$ cat src/rtl/icaf_pkg.sv
`timescale 1ns / 1ps
// ----------------------------------------------------------------------------
// icaf_pkg
// shared types, constants and the cordic arctangent table for the filter
// ----------------------------------------------------------------------------
package icaf_pkg;

    localparam int unsigned CfgIdxW = 2;
    localparam logic [CfgIdxW-1:0] CFG_MIN_WEIGHT = 2'd0;
    localparam logic [CfgIdxW-1:0] CFG_MAX_WEIGHT = 2'd1;
    localparam logic [CfgIdxW-1:0] CFG_ERROR_GAIN = 2'd2;

    localparam logic [15:0] ONE_G       = 16'd4096;
    localparam logic [15:0] WEIGHT_ONE  = 16'd32768;
    localparam int unsigned ATAN_LEN    = 24;

    typedef struct packed {
        logic signed [15:0] accel_x;
        logic signed [15:0] accel_y;
        logic signed [15:0] accel_z;
        logic signed [15:0] roll_rate;
        logic signed [15:0] pitch_rate;
        logic        [15:0] interval;
        logic               roll_zero;   // ay and az both zero
        logic               pitch_zero;  // whole vector zero
    } t_item;

    typedef struct packed {
        logic [15:0] min_weight;
        logic [15:0] max_weight;
        logic [11:0] error_gain;
    } t_cfg;

    typedef struct packed {
        logic       item_valid;
        logic [1:0] level;
    } t_front_status;

    // atan(2^-i) in 16.16 degrees
    function automatic logic signed [31:0] f_atan(input logic [4:0] idx);
        logic signed [31:0] v;
        case (idx)
            5'd0:  v = 32'sd2949120;
            5'd1:  v = 32'sd1740967;
            5'd2:  v = 32'sd919879;
            5'd3:  v = 32'sd466945;
            5'd4:  v = 32'sd234379;
            5'd5:  v = 32'sd117305;
            5'd6:  v = 32'sd58666;
            5'd7:  v = 32'sd29335;
            5'd8:  v = 32'sd14668;
            5'd9:  v = 32'sd7334;
            5'd10: v = 32'sd3667;
            5'd11: v = 32'sd1833;
            5'd12: v = 32'sd917;
            5'd13: v = 32'sd458;
            5'd14: v = 32'sd229;
            5'd15: v = 32'sd115;
            5'd16: v = 32'sd57;
            5'd17: v = 32'sd29;
            5'd18: v = 32'sd14;
            5'd19: v = 32'sd7;
            5'd20: v = 32'sd4;
            5'd21: v = 32'sd2;
            5'd22: v = 32'sd1;
            default: v = 32'sd0;
        endcase
        return v;
    endfunction

endpackage

$ cat src/rtl/imu_complementary_attitude_filter_unit.sv
`timescale 1ns / 1ps
// ----------------------------------------------------------------------------
// imu_complementary_attitude_filter_unit
// roll and pitch complementary filter with cordic tilt angles
// ----------------------------------------------------------------------------
// Usage:
//   input channel i_valid/o_ready carries one imu sample per transfer; the
//   front queue holds up to two samples, so the sender is stalled only when
//   both entries are taken
//   output channel o_valid/i_ready returns one result per sample, in order,
//   from an output register; a stalled receiver holds the result and the
//   sequencer waits with the next result finished behind it
//   configuration writes go through i_cfg_valid/o_cfg_ready (always ready)
//   and must only be issued while the block is idle
// Sequencing:
//   each sample runs through the sequencer before the next is taken: three
//   squares on the shared multiplier, the square root digits of the 16-bit
//   root, one cordic iteration a cycle, and multiplier work for gyro,
//   weight, blend and confidence
// Reset:
//   synchronous active-low; clears the queue, the estimates and restores the
//   weight clamps and gain to their defaults
// ----------------------------------------------------------------------------
module imu_complementary_attitude_filter_unit #(
    parameter int unsigned CORDIC_STEPS = 16
) (
    input  logic                 i_clk,
    input  logic                 i_rst_n,
    input  logic                 i_valid,
    output logic                 o_ready,
    input  logic signed [15:0]   i_accel_x,
    input  logic signed [15:0]   i_accel_y,
    input  logic signed [15:0]   i_accel_z,
    input  logic signed [15:0]   i_roll_rate,
    input  logic signed [15:0]   i_pitch_rate,
    input  logic        [15:0]   i_interval,
    output logic                 o_valid,
    input  logic                 i_ready,
    output logic signed [31:0]   o_roll_angle,
    output logic signed [31:0]   o_pitch_angle,
    output logic        [15:0]   o_accel_magnitude,
    output logic        [6:0]    o_confidence,
    input  logic                 i_cfg_valid,
    output logic                 o_cfg_ready,
    input  logic [icaf_pkg::CfgIdxW-1:0] i_cfg_index,
    input  logic        [15:0]   i_cfg_data
);

    icaf_pkg::t_cfg          r_cfg;
    icaf_pkg::t_item         w_item;
    icaf_pkg::t_front_status w_status;
    logic                    w_pop;

    assign o_cfg_ready = 1'b1;

    always_ff @(posedge i_clk) begin
        if (!i_rst_n) begin
            r_cfg.min_weight <= 16'd3277;
            r_cfg.max_weight <= 16'd31457;
            r_cfg.error_gain <= 12'd512;
        end else if (i_cfg_valid) begin
            case (i_cfg_index)
                icaf_pkg::CFG_MIN_WEIGHT: r_cfg.min_weight <= i_cfg_data;
                icaf_pkg::CFG_MAX_WEIGHT: r_cfg.max_weight <= i_cfg_data;
                icaf_pkg::CFG_ERROR_GAIN: r_cfg.error_gain <= i_cfg_data[11:0];
                default: ;
            endcase
        end
    end

    icaf_front u_front (
        .i_clk        (i_clk),
        .i_rst_n      (i_rst_n),
        .i_valid      (i_valid),
        .o_ready      (o_ready),
        .i_accel_x    (i_accel_x),
        .i_accel_y    (i_accel_y),
        .i_accel_z    (i_accel_z),
        .i_roll_rate  (i_roll_rate),
        .i_pitch_rate (i_pitch_rate),
        .i_interval   (i_interval),
        .i_pop        (w_pop),
        .o_item       (w_item),
        .o_status     (w_status)
    );

    icaf_back #(
        .CORDIC_STEPS (CORDIC_STEPS)
    ) u_back (
        .i_clk             (i_clk),
        .i_rst_n           (i_rst_n),
        .i_item            (w_item),
        .i_status          (w_status),
        .o_pop             (w_pop),
        .i_cfg             (r_cfg),
        .o_valid           (o_valid),
        .i_ready           (i_ready),
        .o_roll_angle      (o_roll_angle),
        .o_pitch_angle     (o_pitch_angle),
        .o_accel_magnitude (o_accel_magnitude),
        .o_confidence      (o_confidence)
    );

    // the confidence can never exceed a full weight
    a_conf_range: assert property (@(posedge i_clk) disable iff (!i_rst_n)
        o_valid |-> o_confidence <= 7'd100)
        else $error("confidence above 100");

    // a saturated queue is the only reason to refuse a sample
    a_ready_level: assert property (@(posedge i_clk) disable iff (!i_rst_n)
        !o_ready |-> w_status.level == 2'd2)
        else $error("input stalled with queue space");

    // the queue never reports more than its two entries
    a_level_max: assert property (@(posedge i_clk) disable iff (!i_rst_n)
        w_status.level != 2'd3)
        else $error("queue overflow");

    // the largest representable vector length is below 56756
    a_mag_bound: assert property (@(posedge i_clk) disable iff (!i_rst_n)
        o_valid |-> o_accel_magnitude <= 16'd56755)
        else $error("magnitude out of range");

endmodule

$ cat src/rtl/icaf_front.sv
`timescale 1ns / 1ps
// ----------------------------------------------------------------------------
// icaf_front
// accepts samples, flags zero vectors and holds them in a two-entry queue
// ----------------------------------------------------------------------------
module icaf_front (
    input  logic                    i_clk,
    input  logic                    i_rst_n,
    input  logic                    i_valid,
    output logic                    o_ready,
    input  logic signed [15:0]      i_accel_x,
    input  logic signed [15:0]      i_accel_y,
    input  logic signed [15:0]      i_accel_z,
    input  logic signed [15:0]      i_roll_rate,
    input  logic signed [15:0]      i_pitch_rate,
    input  logic        [15:0]      i_interval,
    input  logic                    i_pop,
    output icaf_pkg::t_item         o_item,
    output icaf_pkg::t_front_status o_status
);

    icaf_pkg::t_item r_q [2];
    logic       r_wp, r_rp;
    logic [1:0] r_level;
    icaf_pkg::t_item w_new;
    logic       w_push, w_pop;

    always_comb begin
        w_new.accel_x    = i_accel_x;
        w_new.accel_y    = i_accel_y;
        w_new.accel_z    = i_accel_z;
        w_new.roll_rate  = i_roll_rate;
        w_new.pitch_rate = i_pitch_rate;
        w_new.interval   = i_interval;
        w_new.roll_zero  = (i_accel_y == 16'sd0) && (i_accel_z == 16'sd0);
        w_new.pitch_zero = w_new.roll_zero && (i_accel_x == 16'sd0);
    end

    assign o_ready = (r_level != 2'd2);
    assign w_push  = i_valid && o_ready;
    assign w_pop   = i_pop && (r_level != 2'd0);

    always_ff @(posedge i_clk) begin
        if (w_push) begin
            r_q[r_wp] <= w_new;
        end
    end

    always_ff @(posedge i_clk) begin
        if (!i_rst_n) begin
            r_wp    <= 1'b0;
            r_rp    <= 1'b0;
            r_level <= 2'd0;
        end else begin
            if (w_push) begin
                r_wp <= ~r_wp;
            end
            if (w_pop) begin
                r_rp <= ~r_rp;
            end
            r_level <= r_level + {1'b0, w_push} - {1'b0, w_pop};
        end
    end

    assign o_item              = r_q[r_rp];
    assign o_status.item_valid = (r_level != 2'd0);
    assign o_status.level      = r_level;

endmodule

$ cat src/rtl/icaf_back.sv
`timescale 1ns / 1ps
// ----------------------------------------------------------------------------
// icaf_back
// sequencer: squares, square roots, cordic, gyro update, weight, confidence and blend
// ----------------------------------------------------------------------------
module icaf_back #(
    parameter int unsigned CORDIC_STEPS = 16
) (
    input  logic                    i_clk,
    input  logic                    i_rst_n,
    input  icaf_pkg::t_item         i_item,
    input  icaf_pkg::t_front_status i_status,
    output logic                    o_pop,
    input  icaf_pkg::t_cfg          i_cfg,
    output logic                    o_valid,
    input  logic                    i_ready,
    output logic signed [31:0]      o_roll_angle,
    output logic signed [31:0]      o_pitch_angle,
    output logic        [15:0]      o_accel_magnitude,
    output logic        [6:0]       o_confidence
);

    localparam logic [3:0] S_IDLE  = 4'd0;
    localparam logic [3:0] S_SQX   = 4'd1;
    localparam logic [3:0] S_SQY   = 4'd2;
    localparam logic [3:0] S_SQZ   = 4'd3;
    localparam logic [3:0] S_SQRT  = 4'd4;
    localparam logic [3:0] S_CINIT = 4'd5;
    localparam logic [3:0] S_CORD  = 4'd6;
    localparam logic [3:0] S_GYR   = 4'd7;
    localparam logic [3:0] S_GYP   = 4'd8;
    localparam logic [3:0] S_WERR  = 4'd9;
    localparam logic [3:0] S_BR1   = 4'd10;
    localparam logic [3:0] S_BR2   = 4'd11;
    localparam logic [3:0] S_BP1   = 4'd12;
    localparam logic [3:0] S_BP2   = 4'd13;
    localparam logic [3:0] S_CONF  = 4'd14;
    localparam logic [3:0] S_DONE  = 4'd15;

    localparam logic [4:0] LastStep = 5'(CORDIC_STEPS - 1);

    typedef struct packed {
        logic signed [33:0] x;
        logic signed [33:0] y;
        logic signed [31:0] z;
    } t_cvec;

    logic [3:0] r_state;
    logic [4:0] r_cnt;
    icaf_pkg::t_item r_it;

    logic [31:0] r_sum_all, r_sum_yz;
    logic [31:0] r_rad_a, r_rad_b;
    logic [17:0] r_rem_a, r_rem_b;
    logic [15:0] r_root_a, r_root_b;
    t_cvec       r_cr, r_cp;
    logic signed [31:0] r_roll, r_pitch;
    logic [15:0] r_w;
    logic signed [50:0] r_bacc;
    logic [6:0]  r_conf;

    logic               r_out_valid;
    logic signed [31:0] r_out_roll, r_out_pitch;
    logic [15:0]        r_out_mag;
    logic [6:0]         r_out_conf;

    logic signed [32:0] w_ma;
    logic signed [17:0] w_mb;
    logic signed [50:0] w_prod;
    logic [15:0]        w_err;
    logic signed [17:0] w_wc;
    logic signed [17:0] w_w;

    function automatic t_cvec f_cord(input t_cvec v, input logic [4:0] i);
        t_cvec o;
        logic signed [33:0] dx, dy;
        dx = v.x >>> i;
        dy = v.y >>> i;
        if (!v.y[33]) begin
            o.x = v.x + dy;
            o.y = v.y - dx;
            o.z = v.z + icaf_pkg::f_atan(i);
        end else begin
            o.x = v.x - dy;
            o.y = v.y + dx;
            o.z = v.z - icaf_pkg::f_atan(i);
        end
        return o;
    endfunction

    function automatic t_cvec f_prerot(input logic signed [33:0] x,
                                       input logic signed [33:0] y);
        t_cvec o;
        o.x = x;
        o.y = y;
        o.z = 32'sd0;
        if (x[33]) begin
            if (!y[33]) begin
                o.x = y;
                o.y = -x;
                o.z = 32'sd5898240;
            end else begin
                o.x = -y;
                o.y = x;
                o.z = -32'sd5898240;
            end
        end
        return o;
    endfunction

    // one restoring square root digit
    function automatic logic [65:0] f_sqstep(input logic [31:0] rad,
                                             input logic [17:0] rem,
                                             input logic [15:0] root);
        logic [17:0] rt, tr;
        logic [15:0] nr;
        rt = {rem[15:0], rad[31:30]};
        tr = {root, 2'b01};
        if (rt >= tr) begin
            rt = rt - tr;
            nr = {root[14:0], 1'b1};
        end else begin
            nr = {root[14:0], 1'b0};
        end
        return {rad[29:0], 2'b00, rt, nr};
    endfunction

    assign w_err = (r_root_a >= icaf_pkg::ONE_G) ? (r_root_a - icaf_pkg::ONE_G)
                                                 : (icaf_pkg::ONE_G - r_root_a);
    assign w_w   = $signed({2'b00, r_w});
    assign w_wc  = $signed({2'b00, icaf_pkg::WEIGHT_ONE}) - w_w;

    // shared multiplier
    always_comb begin
        w_ma = 33'sd0;
        w_mb = 18'sd0;
        case (r_state)
            S_SQX: begin
                w_ma = 33'(r_it.accel_x);
                w_mb = 18'(r_it.accel_x);
            end
            S_SQY: begin
                w_ma = 33'(r_it.accel_y);
                w_mb = 18'(r_it.accel_y);
            end
            S_SQZ: begin
                w_ma = 33'(r_it.accel_z);
                w_mb = 18'(r_it.accel_z);
            end
            S_GYR: begin
                w_ma = 33'(r_it.roll_rate);
                w_mb = $signed({2'b00, r_it.interval});
            end
            S_GYP: begin
                w_ma = 33'(r_it.pitch_rate);
                w_mb = $signed({2'b00, r_it.interval});
            end
            S_WERR: begin
                w_ma = $signed({17'd0, w_err});
                w_mb = $signed({6'd0, i_cfg.error_gain});
            end
            S_BR1: begin
                w_ma = 33'(r_roll);
                w_mb = w_wc;
            end
            S_BR2: begin
                w_ma = r_it.roll_zero ? 33'sd0 : 33'(r_cr.z);
                w_mb = w_w;
            end
            S_BP1: begin
                w_ma = 33'(r_pitch);
                w_mb = w_wc;
            end
            S_BP2: begin
                w_ma = r_it.pitch_zero ? 33'sd0 : 33'(r_cp.z);
                w_mb = w_w;
            end
            S_CONF: begin
                w_ma = $signed({17'd0, r_w});
                w_mb = 18'sd100;
            end
            default: begin
                w_ma = 33'sd0;
                w_mb = 18'sd0;
            end
        endcase
    end
    assign w_prod = 51'(w_ma) * 51'(w_mb);

    logic signed [50:0] w_inc_full;
    logic signed [33:0] w_gsum;
    logic signed [31:0] w_gsat;
    logic signed [31:0] w_gbase;
    logic signed [25:0] w_wraw;
    logic [15:0]        w_wclamp;
    logic signed [50:0] w_bsum;
    logic [65:0]        w_sqa, w_sqb;

    assign w_sqa = f_sqstep(r_rad_a, r_rem_a, r_root_a);
    assign w_sqb = f_sqstep(r_rad_b, r_rem_b, r_root_b);

    always_comb begin
        w_gbase    = (r_state == S_GYR) ? r_roll : r_pitch;
        w_inc_full = (w_prod + 51'sd128) >>> 8;
        w_gsum     = 34'(w_gbase) + w_inc_full[33:0];
        if (w_gsum > 34'sh07FFFFFFF) begin
            w_gsat = 32'sh7FFFFFFF;
        end else if (w_gsum < -34'sh080000000) begin
            w_gsat = -32'sh80000000;
        end else begin
            w_gsat = w_gsum[31:0];
        end
        w_wraw = 26'sd32768 - $signed({3'd0, 23'((w_prod[27:0] + 28'd16) >> 5)});
        if (w_wraw < $signed({10'd0, i_cfg.min_weight})) begin
            w_wclamp = i_cfg.min_weight;
        end else if (w_wraw > $signed({10'd0, i_cfg.max_weight})) begin
            w_wclamp = i_cfg.max_weight;
        end else begin
            w_wclamp = w_wraw[15:0];
        end
        if (w_wclamp > icaf_pkg::WEIGHT_ONE) begin
            w_wclamp = icaf_pkg::WEIGHT_ONE;
        end
        w_bsum = r_bacc + w_prod + 51'sd16384;
    end

    assign o_pop = (r_state == S_IDLE) && i_status.item_valid;

    always_ff @(posedge i_clk) begin
        if (!i_rst_n) begin
            r_state     <= S_IDLE;
            r_cnt       <= 5'd0;
            r_roll      <= 32'sd0;
            r_pitch     <= 32'sd0;
            r_out_valid <= 1'b0;
        end else begin
            case (r_state)
                S_IDLE: begin
                    if (i_status.item_valid) begin
                        r_it    <= i_item;
                        r_state <= S_SQX;
                    end
                end
                S_SQX: begin
                    r_sum_all <= w_prod[31:0];
                    r_state   <= S_SQY;
                end
                S_SQY: begin
                    r_sum_all <= r_sum_all + w_prod[31:0];
                    r_sum_yz  <= w_prod[31:0];
                    r_state   <= S_SQZ;
                end
                S_SQZ: begin
                    r_rad_a  <= r_sum_all + w_prod[31:0];
                    r_rad_b  <= r_sum_yz + w_prod[31:0];
                    r_rem_a  <= 18'd0;
                    r_rem_b  <= 18'd0;
                    r_root_a <= 16'd0;
                    r_root_b <= 16'd0;
                    r_cnt    <= 5'd0;
                    r_state  <= S_SQRT;
                end
                S_SQRT: begin
                    {r_rad_a, r_rem_a, r_root_a} <= w_sqa;
                    {r_rad_b, r_rem_b, r_root_b} <= w_sqb;
                    r_cnt <= r_cnt + 5'd1;
                    if (r_cnt == 5'd15) begin
                        r_state <= S_CINIT;
                    end
                end
                S_CINIT: begin
                    r_cr    <= f_prerot($signed({r_it.accel_z, 14'd0}),
                                        $signed({r_it.accel_y, 14'd0}));
                    r_cp    <= f_prerot($signed({2'b00, r_root_b, 16'd0}) >>> 2,
                                        -$signed({r_it.accel_x, 14'd0}));
                    r_cnt   <= 5'd0;
                    r_state <= S_CORD;
                end
                S_CORD: begin
                    r_cr  <= f_cord(r_cr, r_cnt);
                    r_cp  <= f_cord(r_cp, r_cnt);
                    r_cnt <= r_cnt + 5'd1;
                    if (r_cnt == LastStep) begin
                        r_state <= S_GYR;
                    end
                end
                S_GYR: begin
                    r_roll  <= w_gsat;
                    r_state <= S_GYP;
                end
                S_GYP: begin
                    r_pitch <= w_gsat;
                    r_state <= S_WERR;
                end
                S_WERR: begin
                    r_w     <= w_wclamp;
                    r_state <= S_BR1;
                end
                S_BR1: begin
                    r_bacc  <= w_prod;
                    r_state <= S_BR2;
                end
                S_BR2: begin
                    r_roll  <= w_bsum[46:15];
                    r_state <= S_BP1;
                end
                S_BP1: begin
                    r_bacc  <= w_prod;
                    r_state <= S_BP2;
                end
                S_BP2: begin
                    r_pitch <= w_bsum[46:15];
                    r_state <= S_CONF;
                end
                S_CONF: begin
                    r_conf  <= 7'((w_prod[21:0] + 22'd16384) >> 15);
                    r_state <= S_DONE;
                end
                S_DONE: begin
                    if (!r_out_valid || i_ready) begin
                        r_state <= S_IDLE;
                    end
                end
                default: begin
                    r_state <= S_IDLE;
                end
            endcase

            if (r_state == S_DONE && (!r_out_valid || i_ready)) begin
                r_out_valid <= 1'b1;
            end else if (i_ready) begin
                r_out_valid <= 1'b0;
            end
        end
    end

    always_ff @(posedge i_clk) begin
        if (r_state == S_DONE && (!r_out_valid || i_ready)) begin
            r_out_roll  <= r_roll;
            r_out_pitch <= r_pitch;
            r_out_mag   <= r_root_a;
            r_out_conf  <= r_conf;
        end
    end

    assign o_valid           = r_out_valid;
    assign o_roll_angle      = r_out_roll;
    assign o_pitch_angle     = r_out_pitch;
    assign o_accel_magnitude = r_out_mag;
    assign o_confidence      = r_out_conf;

endmodule
$ cat config.mk
export PLATFORM = sky130hd
export DESIGN_NAME = imu_complementary_attitude_filter_unit
export DESIGN_NICKNAME = d
export VERILOG_FILES = /design/src/rtl/icaf_pkg.sv /design/src/rtl/imu_complementary_attitude_filter_unit.sv /design/src/rtl/icaf_front.sv /design/src/rtl/icaf_back.sv
export SDC_FILE = /design/constraint.sdc
export NUM_CORES = 2
export LEC_CHECK = 0
export CAP_MARGIN = 40
export CORE_MARGIN = 4
export CORE_UTILIZATION = 50
export DETAILED_ROUTE_END_ITERATION = 6
export DONT_BUFFER_PORTS = 1
export HOLD_SLACK_MARGIN = 0.06
export PLACE_DENSITY = 0.63
export SLEW_MARGIN = 10
export SYNTH_ARGS = -nofsm -noshare
export SYNTH_HDL_FRONTEND = slang
export SYNTH_MEMORY_MAX_BITS = 65536
export SYNTH_SLANG_ARGS = --single-unit
$ cat constraint.sdc
create_clock -name i_clk -period 14.25 [get_ports i_clk]
set_clock_uncertainty 0.2 [all_clocks]
set_input_delay 1.425 -clock i_clk [delete_from_list [all_inputs] [get_ports i_clk]]
set_output_delay 1.425 -clock i_clk [all_outputs]
set_load 0.01 [all_outputs]
Word level (Yosys, flattened, before mapping)
Memory sizes are Yosys's and may differ from the RTL's. A register that Yosys moved wholly into a read port is not among the register bits.
Cells that the tools add are included.
{"block": "op_classes", "n_addsub": 32, "mul": 1, "magnitude_cmp": 8, "n_eq_ne": 23, "n_shift": 4, "muxes": 59, "bitwise": 2, "reduce_logical": 38}
{"op": "32-bit 2-to-1 mux", "count": 15}
{"op": "100-bit 2-to-1 mux", "count": 4}
{"op": "100-bit case mux with 2 select lines", "count": 2}
{"op": "33-bit case mux with 11 select lines", "count": 1}
{"op": "32-bit case mux with 2 select lines", "count": 5}
{"op": "34-bit adder", "count": 5}
{"op": "18-bit case mux with 8 select lines", "count": 1}
{"op": "34-bit by 5-bit >>> shifter with 34-bit output", "count": 4}
{"op": "34-bit subtractor", "count": 4}
{"op": "32-bit adder", "count": 4}
{"op": "16-bit case mux with 2 select lines", "count": 4}
{"op": "30-bit negator with 34-bit output", "count": 3}
{"op": "16-bit 2-to-1 mux", "count": 5}
{"op": "33-bit 2-to-1 mux", "count": 2}
{"op": "4-bit case mux with 16 select lines", "count": 1}
{"op": "32-bit subtractor", "count": 2}
{"op": "16-bit logical NOT", "count": 3}
{"op": "47-bit by 16-bit adder with 47-bit output, second input constant", "count": 1}
{"op": "47-bit adder", "count": 1}
{"op": "33-bit by 18-bit multiplier with 47-bit output", "count": 1}
{"op": "42-bit by 9-bit adder with 42-bit output, second input constant", "count": 1}
{"op": "5-bit 2-to-1 mux", "count": 8}
{"op": "18-bit >= comparator", "count": 2}
{"op": "34-bit by 32-bit > comparator with 1-bit output, second input constant", "count": 1}
{"op": "other kinds (38)", "count": 87}
{"block": "totals", "register_bits": 671, "ram_bits": 196, "romBits": 2816, "memories": 5}
{"name": "(no name shown)", "depth": 32, "width": 22, "read_ports": 1, "rd_ports_with_merged_regs": 1, "wr": 0, "line_no": "icaf_pkg.sv:42", "text": "case (idx)"}
{"name": "(no name shown)", "depth": 32, "width": 22, "read_ports": 1, "rd_ports_with_merged_regs": 1, "wr": 0, "line_no": "icaf_pkg.sv:42"}
{"name": "(no name shown)", "depth": 32, "width": 22, "read_ports": 1, "rd_ports_with_merged_regs": 1, "wr": 0, "line_no": "icaf_pkg.sv:42"}
{"name": "(no name shown)", "depth": 32, "width": 22, "read_ports": 1, "rd_ports_with_merged_regs": 1, "wr": 0, "line_no": "icaf_pkg.sv:42"}
{"name": "u_front.r_q", "depth": 2, "width": 98, "read_ports": 1, "rd_ports_with_merged_regs": 1, "wr": 1, "line_no": "icaf_front.sv:22", "text": "icaf_pkg::t_item r_q [2];"}

Depth between registers and ports, before layout
{"block": "depth", "ltp_word": 10, "mapped_depth": 52, "depth_no_buf": 48}

Cells and area by module
Synthesis repeated with hierarchy kept, for this count alone.
{"block": "hier_totals", "cells_unflattened": 9284, "area_unflattened_um2": 89615.9}
{"mod": "icaf_back", "instances": 1, "cells_per_inst": 8756, "area_each_um2": 80308.3, "seq_area_each_um2": 21350.5}
{"mod": "icaf_front", "instances": 1, "cells_per_inst": 347, "area_each_um2": 7479.7, "seq_area_each_um2": 5985.7}
{"mod": "imu_complementary_attitude_filter_unit", "instances": 1, "cells_per_inst": 181, "area_each_um2": 1828.0, "seq_area_each_um2": 880.8}

Worst setup path after synthesis
Ideal clock, no wire load.
{"block": "synth_path", "path_kind": "flip-flop to flip-flop", "startpoint": "reg u_back.r_state[1]", "endpoint": "reg u_back.r_roll[6]", "t_arrival_ns": 11.806, "required_ns": 13.922, "slack_ns": 2.117, "stages_incl_launch_ff": 47, "path_buffers": 6, "synth_period_minus_slack_ns": 12.133, "path_cell_list": "dfxtp_1 clkbuf_1 clkbuf_1 mux2_2 a22o_1 nand2_1 clkbuf_1 nand2_1 clkbuf_1 clkbuf_1 a211oi_1 nor2_1 fa_1 inv_1 fa_1 fa_1 inv_1 fa_1 [... 11 more ...] nand3_1 or3_1 nor2_1 xor2_1 ha_1 a21o_1 a21o_1 a21oi_1 nor2_1 a211oi_1 a21oi_1 a211o_1 a211o_1 a22o_1 buf_6 and2_4 a221oi_2 nor2_1"}
{"block": "synth_between", "elab_chain_len": 10, "elab_cells_between_ends": 28, "cone_classes": "add/sub (4); mul (1); order compare (2); eq/ne (11); mux (6); reduce/logical (4)"}
{"item": "from (decl)", "line_no": "icaf_back.sv:48", "text": "logic [3:0] r_state;"}
{"item": "from (signal assigned)", "line_no": "icaf_back.sv:231", "text": "r_state <= S_IDLE;"}
{"item": "from (signal assigned)", "line_no": "icaf_back.sv:241", "text": "r_state <= S_SQX;"}
{"item": "from (signal assigned)", "line_no": "icaf_back.sv:246", "text": "r_state <= S_SQY;"}
{"item": "4-bit equality test or 4-bit by 3-bit equality test with 1-bit output (tied branches)", "line_no": "icaf_back.sv:137", "text": "case (r_state)"}
{"item": "2-bit OR reduction (no line)"}
{"item": "18-bit case mux with 8 select lines", "line_no": "icaf_back.sv:137"}
{"item": "33-bit by 18-bit multiplier with 47-bit output (*)", "line_no": "icaf_back.sv:188", "text": "assign w_prod = 51'(w_ma) * 51'(w_mb);"}
{"item": "named net u_back.w_prod[25]", "line_no": "icaf_back.sv:69", "text": "logic signed [50:0] w_prod;"}
{"item": "42-bit by 9-bit adder with 42-bit output (*)", "line_no": "icaf_back.sv:204", "text": "w_inc_full = (w_prod + 51'sd128) >>> 8;"}
{"item": "34-bit adder (*)", "line_no": "icaf_back.sv:205", "text": "w_gsum = 34'(w_gbase) + w_inc_full[33:0];"}
{"item": "34-bit by 32-bit < comparator with 1-bit output", "line_no": "icaf_back.sv:208", "text": "end else if (w_gsum < -34'sh080000000) begin"}
{"item": "32-bit 2-to-1 mux", "line_no": "icaf_back.sv:208"}
{"item": "32-bit 2-to-1 mux (*)", "line_no": "icaf_back.sv:206", "text": "if (w_gsum > 34'sh07FFFFFFF) begin"}
{"item": "32-bit case mux with 2 select lines (*)", "line_no": "icaf_back.sv:237", "text": "case (r_state)"}
{"item": "to (signal assigned)", "line_no": "icaf_back.sv:288", "text": "r_roll <= w_gsat;"}
{"item": "to (signal assigned)", "line_no": "icaf_back.sv:304", "text": "r_roll <= w_bsum[46:15];"}
{"item": "to (decl)", "line_no": "icaf_back.sv:57", "text": "logic signed [31:0] r_roll, r_pitch;"}
Mark *: on every way through the listed nets, which the timed path passes. The rest lies on a longest branch.
A chain may end at the register's enable or synchronous reset.

Worst setup path after layout
{"block": "layout_path", "startpoint": "reg u_back.r_root_a[4]", "endpoint": "reg u_back.r_pitch[13]"}
{"block": "layout_between", "elab_chain_len": 10, "elab_cells_between_ends": 15, "cone_classes": "add/sub (6); mul (1); order compare (3); mux (5)"}
{"item": "from (decl)", "line_no": "icaf_back.sv:55", "text": "logic [15:0] r_root_a, r_root_b;"}
{"item": "from (signal assigned)", "line_no": "icaf_back.sv:264", "text": "{r_rad_a, r_rem_a, r_root_a} <= w_sqa;"}
{"item": "13-bit by 16-bit subtractor with 16-bit output, or another cell as far along", "line_no": "icaf_back.sv:129", "text": ": (icaf_pkg::ONE_G - r_root_a);"}
{"item": "16-bit 2-to-1 mux (*)", "line_no": "icaf_back.sv:128", "text": "assign w_err = (r_root_a >= icaf_pkg::ONE_G) ? (r_root_a - icaf_pkg::ONE_G)"}
{"item": "33-bit case mux with 11 select lines (*)", "line_no": "icaf_back.sv:137"}
{"item": "33-bit by 18-bit multiplier with 47-bit output (*)", "line_no": "icaf_back.sv:188"}
{"item": "named net u_back.w_prod[29]", "line_no": "icaf_back.sv:69"}
{"item": "42-bit by 9-bit adder with 42-bit output (*)", "line_no": "icaf_back.sv:204"}
{"item": "34-bit adder (*)", "line_no": "icaf_back.sv:205"}
{"item": "34-bit by 32-bit < comparator with 1-bit output", "line_no": "icaf_back.sv:208"}
{"item": "32-bit 2-to-1 mux", "line_no": "icaf_back.sv:208"}
{"item": "32-bit 2-to-1 mux (*)", "line_no": "icaf_back.sv:206"}
{"item": "32-bit case mux with 2 select lines (*)", "line_no": "icaf_back.sv:237"}
{"item": "to (signal assigned)", "line_no": "icaf_back.sv:292", "text": "r_pitch <= w_gsat;"}
{"item": "to (signal assigned)", "line_no": "icaf_back.sv:312", "text": "r_pitch <= w_bsum[46:15];"}
{"item": "to (decl)", "line_no": "icaf_back.sv:57"}
Marks and branches as above.

==> metrics list <==
- For this design, the slowest cell found on the critical path is sky130_fd_sc_hd__or4b_1.
* Via count of the first global-routing pass: 72100
- Post-synth top cells: 1132 x sky130_fd_sc_hd__nand2_1, 873 x sky130_fd_sc_hd__inv_1, 846 x sky130_fd_sc_hd__nor2_1
- After detailed routing, the number of vias per cell comes to 6.21.
* Clock tree from TritonCTS: built
* Number of cells produced by synthesis: 9394
* Maximum fanout encountered on the critical timing path: 29
* Area of the core: 0.178 mm2
- Yosys cell types: 106
- After clock tree synthesis, the flow added hold-fix buffers numbering 0.
- Initial core utilization: 50.2%
* Global-route wire length before repair: 455000 um
- Fraction of layout instances using a drive strength above 1: 9.41%
* Number of pins exceeding their max-slew limit in the final report: 0
- Cell area after synthesis: 0.0895 mm2
- After routing, the total negative slack on setup checks comes to 0 ns.
- The clock reaches the later pin of the worst-skew pair after 0.83 ns.
- Wires add up to 301000 um.
* Measured slew at the worst slew-check pin: 1.25 ns
* Data arrival time of the worst path: 13.87 ns
* Library cell occupying the most area in the post-synthesis netlist: sky130_fd_sc_hd__edfxtp_1
- The clock net in this run drives a total of 987 sinks.
- Final ANT Viol Nets: 0
- After synthesis, the share of flip-flops with an asynchronous set or reset is 0%.
- Setup repair after global routing left no endpoint under its margin.
- The cell sitting at the root of the clock tree is a sky130_fd_sc_hd__clkbuf_16.
* Clock transition at the registers of the reported paths: 0.06 ns
- Net count after synthesis: 10600
- The synthesized netlist devotes 15.0% of its cell area to simple gates.
* Fraction of synthesized area in multiplexers: 7.61%
- Run status: finished with violations
- Initial antenna violation count: 6
- The routed design could run at a clock period as short as 13.41 ns.
* Required time reported for the critical path endpoint: 14.70 ns
- Across the run, the number of max-cap violations was 0.
* Maximum level of the CTS H-tree: 3
* Main combinational cell family by area after synthesis: adder cells
- For this run, the register share of the synthesized area comes to 31.5%.
- Compound-cell area share of the yosys netlist: 14.2%
- TritonCTS created 114 clock buffers.
* Number of rows in the core area: 155
- Entering global routing, the biggest net connects 139 pins.
- Critical path capture point type: flop
* Max Freq: 0.0746 GHz
* Yosys top cell area share: 28.3%
- Pin placement for this block handled 209 I/O pins.
- Among all cell types in the netlist, the one instantiated most often is sky130_fd_sc_hd__nand2_1.
- Yosys attributes the largest share of cell area to sky130_fd_sc_hd__edfxtp_1 28%, sky130_fd_sc_hd__fa_1 12%, sky130_fd_sc_hd__ha_1 8.2%, sky130_fd_sc_hd__nand2_1 4.7%, sky130_fd_sc_hd__mux4_2 4.5%.
- Synthesis inferred 987 register bits.
* Adder-cell area share of the yosys netlist: 20.3%
* Post-DP HPWL: 236000 um
- Syn avg cell area: 9.53 um2
- From left edge to right edge, the die measures 431 um.
- Routed length per placed instance: 25.6 um
- The final count of hold timing violations was 0.
- Number of flops mapped to enable cells by yosys: 843
- Total global routing track utilization: 32.0%
- Predominant post-synthesis flop cell: sky130_fd_sc_hd__edfxtp_1
* Vert. Die Dim: 431 um
* Via count of the routed design: 73100
- Xor and xnor area share after synthesis: 5.84%
* Sort of element at the start of the critical path: flop
- The worst hold path begins at u_back.r_conf[6].
- The cell that appears most often on the critical path is sky130_fd_sc_hd__fa_1.
* Total global routing overflow: 0
* Final setup violation count: 0
* Number of iterations in the first detailed-routing pass: 7
* Headroom to the max-slew limit: 16.8%
- The die covers 0.186 mm2.
* Critical path's largest stage delay: 0.57 ns
- Worst hold path class: reg2reg
- Placer's final routability congestion estimate: 1.04
- Input and output buffers added on the ports amount to 0.
- Of the available clock period, the critical path in the final layout requires 94.1%.
* Count of unresolved DRC violations after routing: 13
- Crit Reg-Reg Startpoint: u_back.r_root_a[4]
- The first routing iteration left 7303 violations.
- Tracing the worst setup path back leads to its startpoint at u_back.r_root_a[4].
* PostCTS Resize Cnt: 0
- The number of setup buffers added after CTS is 0.
- Number of filler cells placed in the layout: 15900
* Area growth syn-to-layout: 8.31%
- Total number of nets in the final design: 10600
- Category of the most critical setup path: reg2reg
- Number of buffers between clock root and the deepest sink: 3
- During synthesis, Yosys emitted a total of 0 warnings.
- The checks that failed: design-rule violations.
[sequential cells by signal, indices dropped and copies added (netlist names), 32 cells and up, named ones only]
| signal | flops |
|---|---|
| u_back.r_sum_yz | 32 |
| u_back.r_rad_a | 32 |
| u_back.o_roll_angle | 32 |
| u_back.r_sum_all | 32 |
| u_back.r_cp | 100 |
| u_front.r_q | 196 |
| u_back.r_rad_b | 32 |
| u_back.r_cr | 100 |
| u_back.r_roll | 32 |
| r_cfg | 44 |
| u_back.r_it | 98 |
| u_back.r_bacc | 47 |
| u_back.o_pitch_angle | 32 |
| u_back.r_pitch | 32 |
[metrics by stage]
stage               utilization [%]  hold WS [ns]  cells  setup slack, ns  area, um2
floorplan                         -         0.200   9394             2.12      89500
global placement               52.0         0.215  11500            0.729      92600
detailed placement             52.1         0.206  11600            0.676      92900
CTS                            54.4         0.227  11800            0.609      96900
global route                   54.4         0.241  11800           0.0478      97000
finish                         54.4         0.221  11800            0.837      97000
[final cells by class]
type | instances | area [um2] | area share (%)
well taps | 2355 | 2950 | 3.04
clock buffers | 137 | 3030 | 3.12
inverters | 880 | 3310 | 3.41
diodes | 8 | 20.0 | 0.0206
repair buffers | 237 | 1910 | 1.97
multi-input cells | 7096 | 56500 | 58.3
clock inverters | 80 | 1010 | 1.04
flip-flops and latches | 987 | 28200 | 29.1
[cell usage in the layout, fill, tap and decap left out, types with 33 or more instances in the layout]
master / instances
sky130_fd_sc_hd__buf_4: 222
sky130_fd_sc_hd__mux2_2: 152
sky130_fd_sc_hd__inv_1: 873
sky130_fd_sc_hd__nand2b_1: 70
sky130_fd_sc_hd__nor4_1: 50
sky130_fd_sc_hd__dfxtp_1: 137
sky130_fd_sc_hd__or2_2: 39
sky130_fd_sc_hd__nor2b_1: 63
sky130_fd_sc_hd__ha_1: 590
sky130_fd_sc_hd__edfxtp_1: 843
sky130_fd_sc_hd__o211ai_1: 97
sky130_fd_sc_hd__o21a_1: 90
sky130_fd_sc_hd__a21boi_0: 35
sky130_fd_sc_hd__o21bai_1: 43
sky130_fd_sc_hd__fa_1: 539
sky130_fd_sc_hd__nand3_1: 152
sky130_fd_sc_hd__a211oi_1: 68
sky130_fd_sc_hd__clkbuf_16: 114
sky130_fd_sc_hd__a31oi_1: 80
sky130_fd_sc_hd__a22oi_1: 47
sky130_fd_sc_hd__a21o_1: 144
sky130_fd_sc_hd__a211o_1: 38
sky130_fd_sc_hd__nand4_1: 65
sky130_fd_sc_hd__mux4_2: 180
sky130_fd_sc_hd__o31ai_1: 33
sky130_fd_sc_hd__and3_1: 86
sky130_fd_sc_hd__o21ai_1: 35
sky130_fd_sc_hd__or3_1: 54
sky130_fd_sc_hd__a21oi_1: 548
sky130_fd_sc_hd__nor2_1: 833
sky130_fd_sc_hd__and2_1: 117
sky130_fd_sc_hd__mux2i_1: 105
sky130_fd_sc_hd__nor3_1: 177
sky130_fd_sc_hd__xor2_1: 223
sky130_fd_sc_hd__nand2_1: 1128
sky130_fd_sc_hd__xnor2_1: 368
sky130_fd_sc_hd__o21ai_0: 407
[worst paths after layout]
check / endpoint / slack, ns / cells after the start
setup / recovery: u_back.r_pitch[13] / 0.84 / 47
setup reg to reg: u_back.r_pitch[13] / 0.84 / 47
hold / removal: u_back.o_confidence[6] / 0.22 / 0
hold reg to reg: u_back.o_confidence[6] / 0.22 / 0
[cell families after synthesis]
logic type                 count (synthesis)
buffers and inverters                   1311
other                                      1
AOI/OAI and AO/OA                       1964
muxes                                    437
adders and majority gates               1129
xor gates and xnor gates                 594
and+or+nand+nor                         2971
DFF                                      987
[routing by layer]
layer / GRT usage, % / part of all wire, % / vias to the layer above
met5: 0 / 0.015 / -
met4: 13.8 / 5.2 / 6
met3: 6.10 / 8.5 / 661
met2: 52.0 / 47 / 3171
met1: 42.1 / 40 / 36200
li1: - / - / 33100
[critical path: cells and delay by family, from the launching register on]
family / cells / cell delay, ns
AO/OA/AOI/OAI: 11 / 2.81
XOR/XNOR: 2 / 0.25
adder cells (fa/ha/maj): 8 / 3.79
buffers and inverters: 9 / 1.16
flip-flops: 1 / 0.46
AND/OR/NAND/NOR: 17 / 4.63
Power is left out: the tool's default activity adds up to more than one toggle a clock period on the data nets, which glitch-free logic cannot reach.
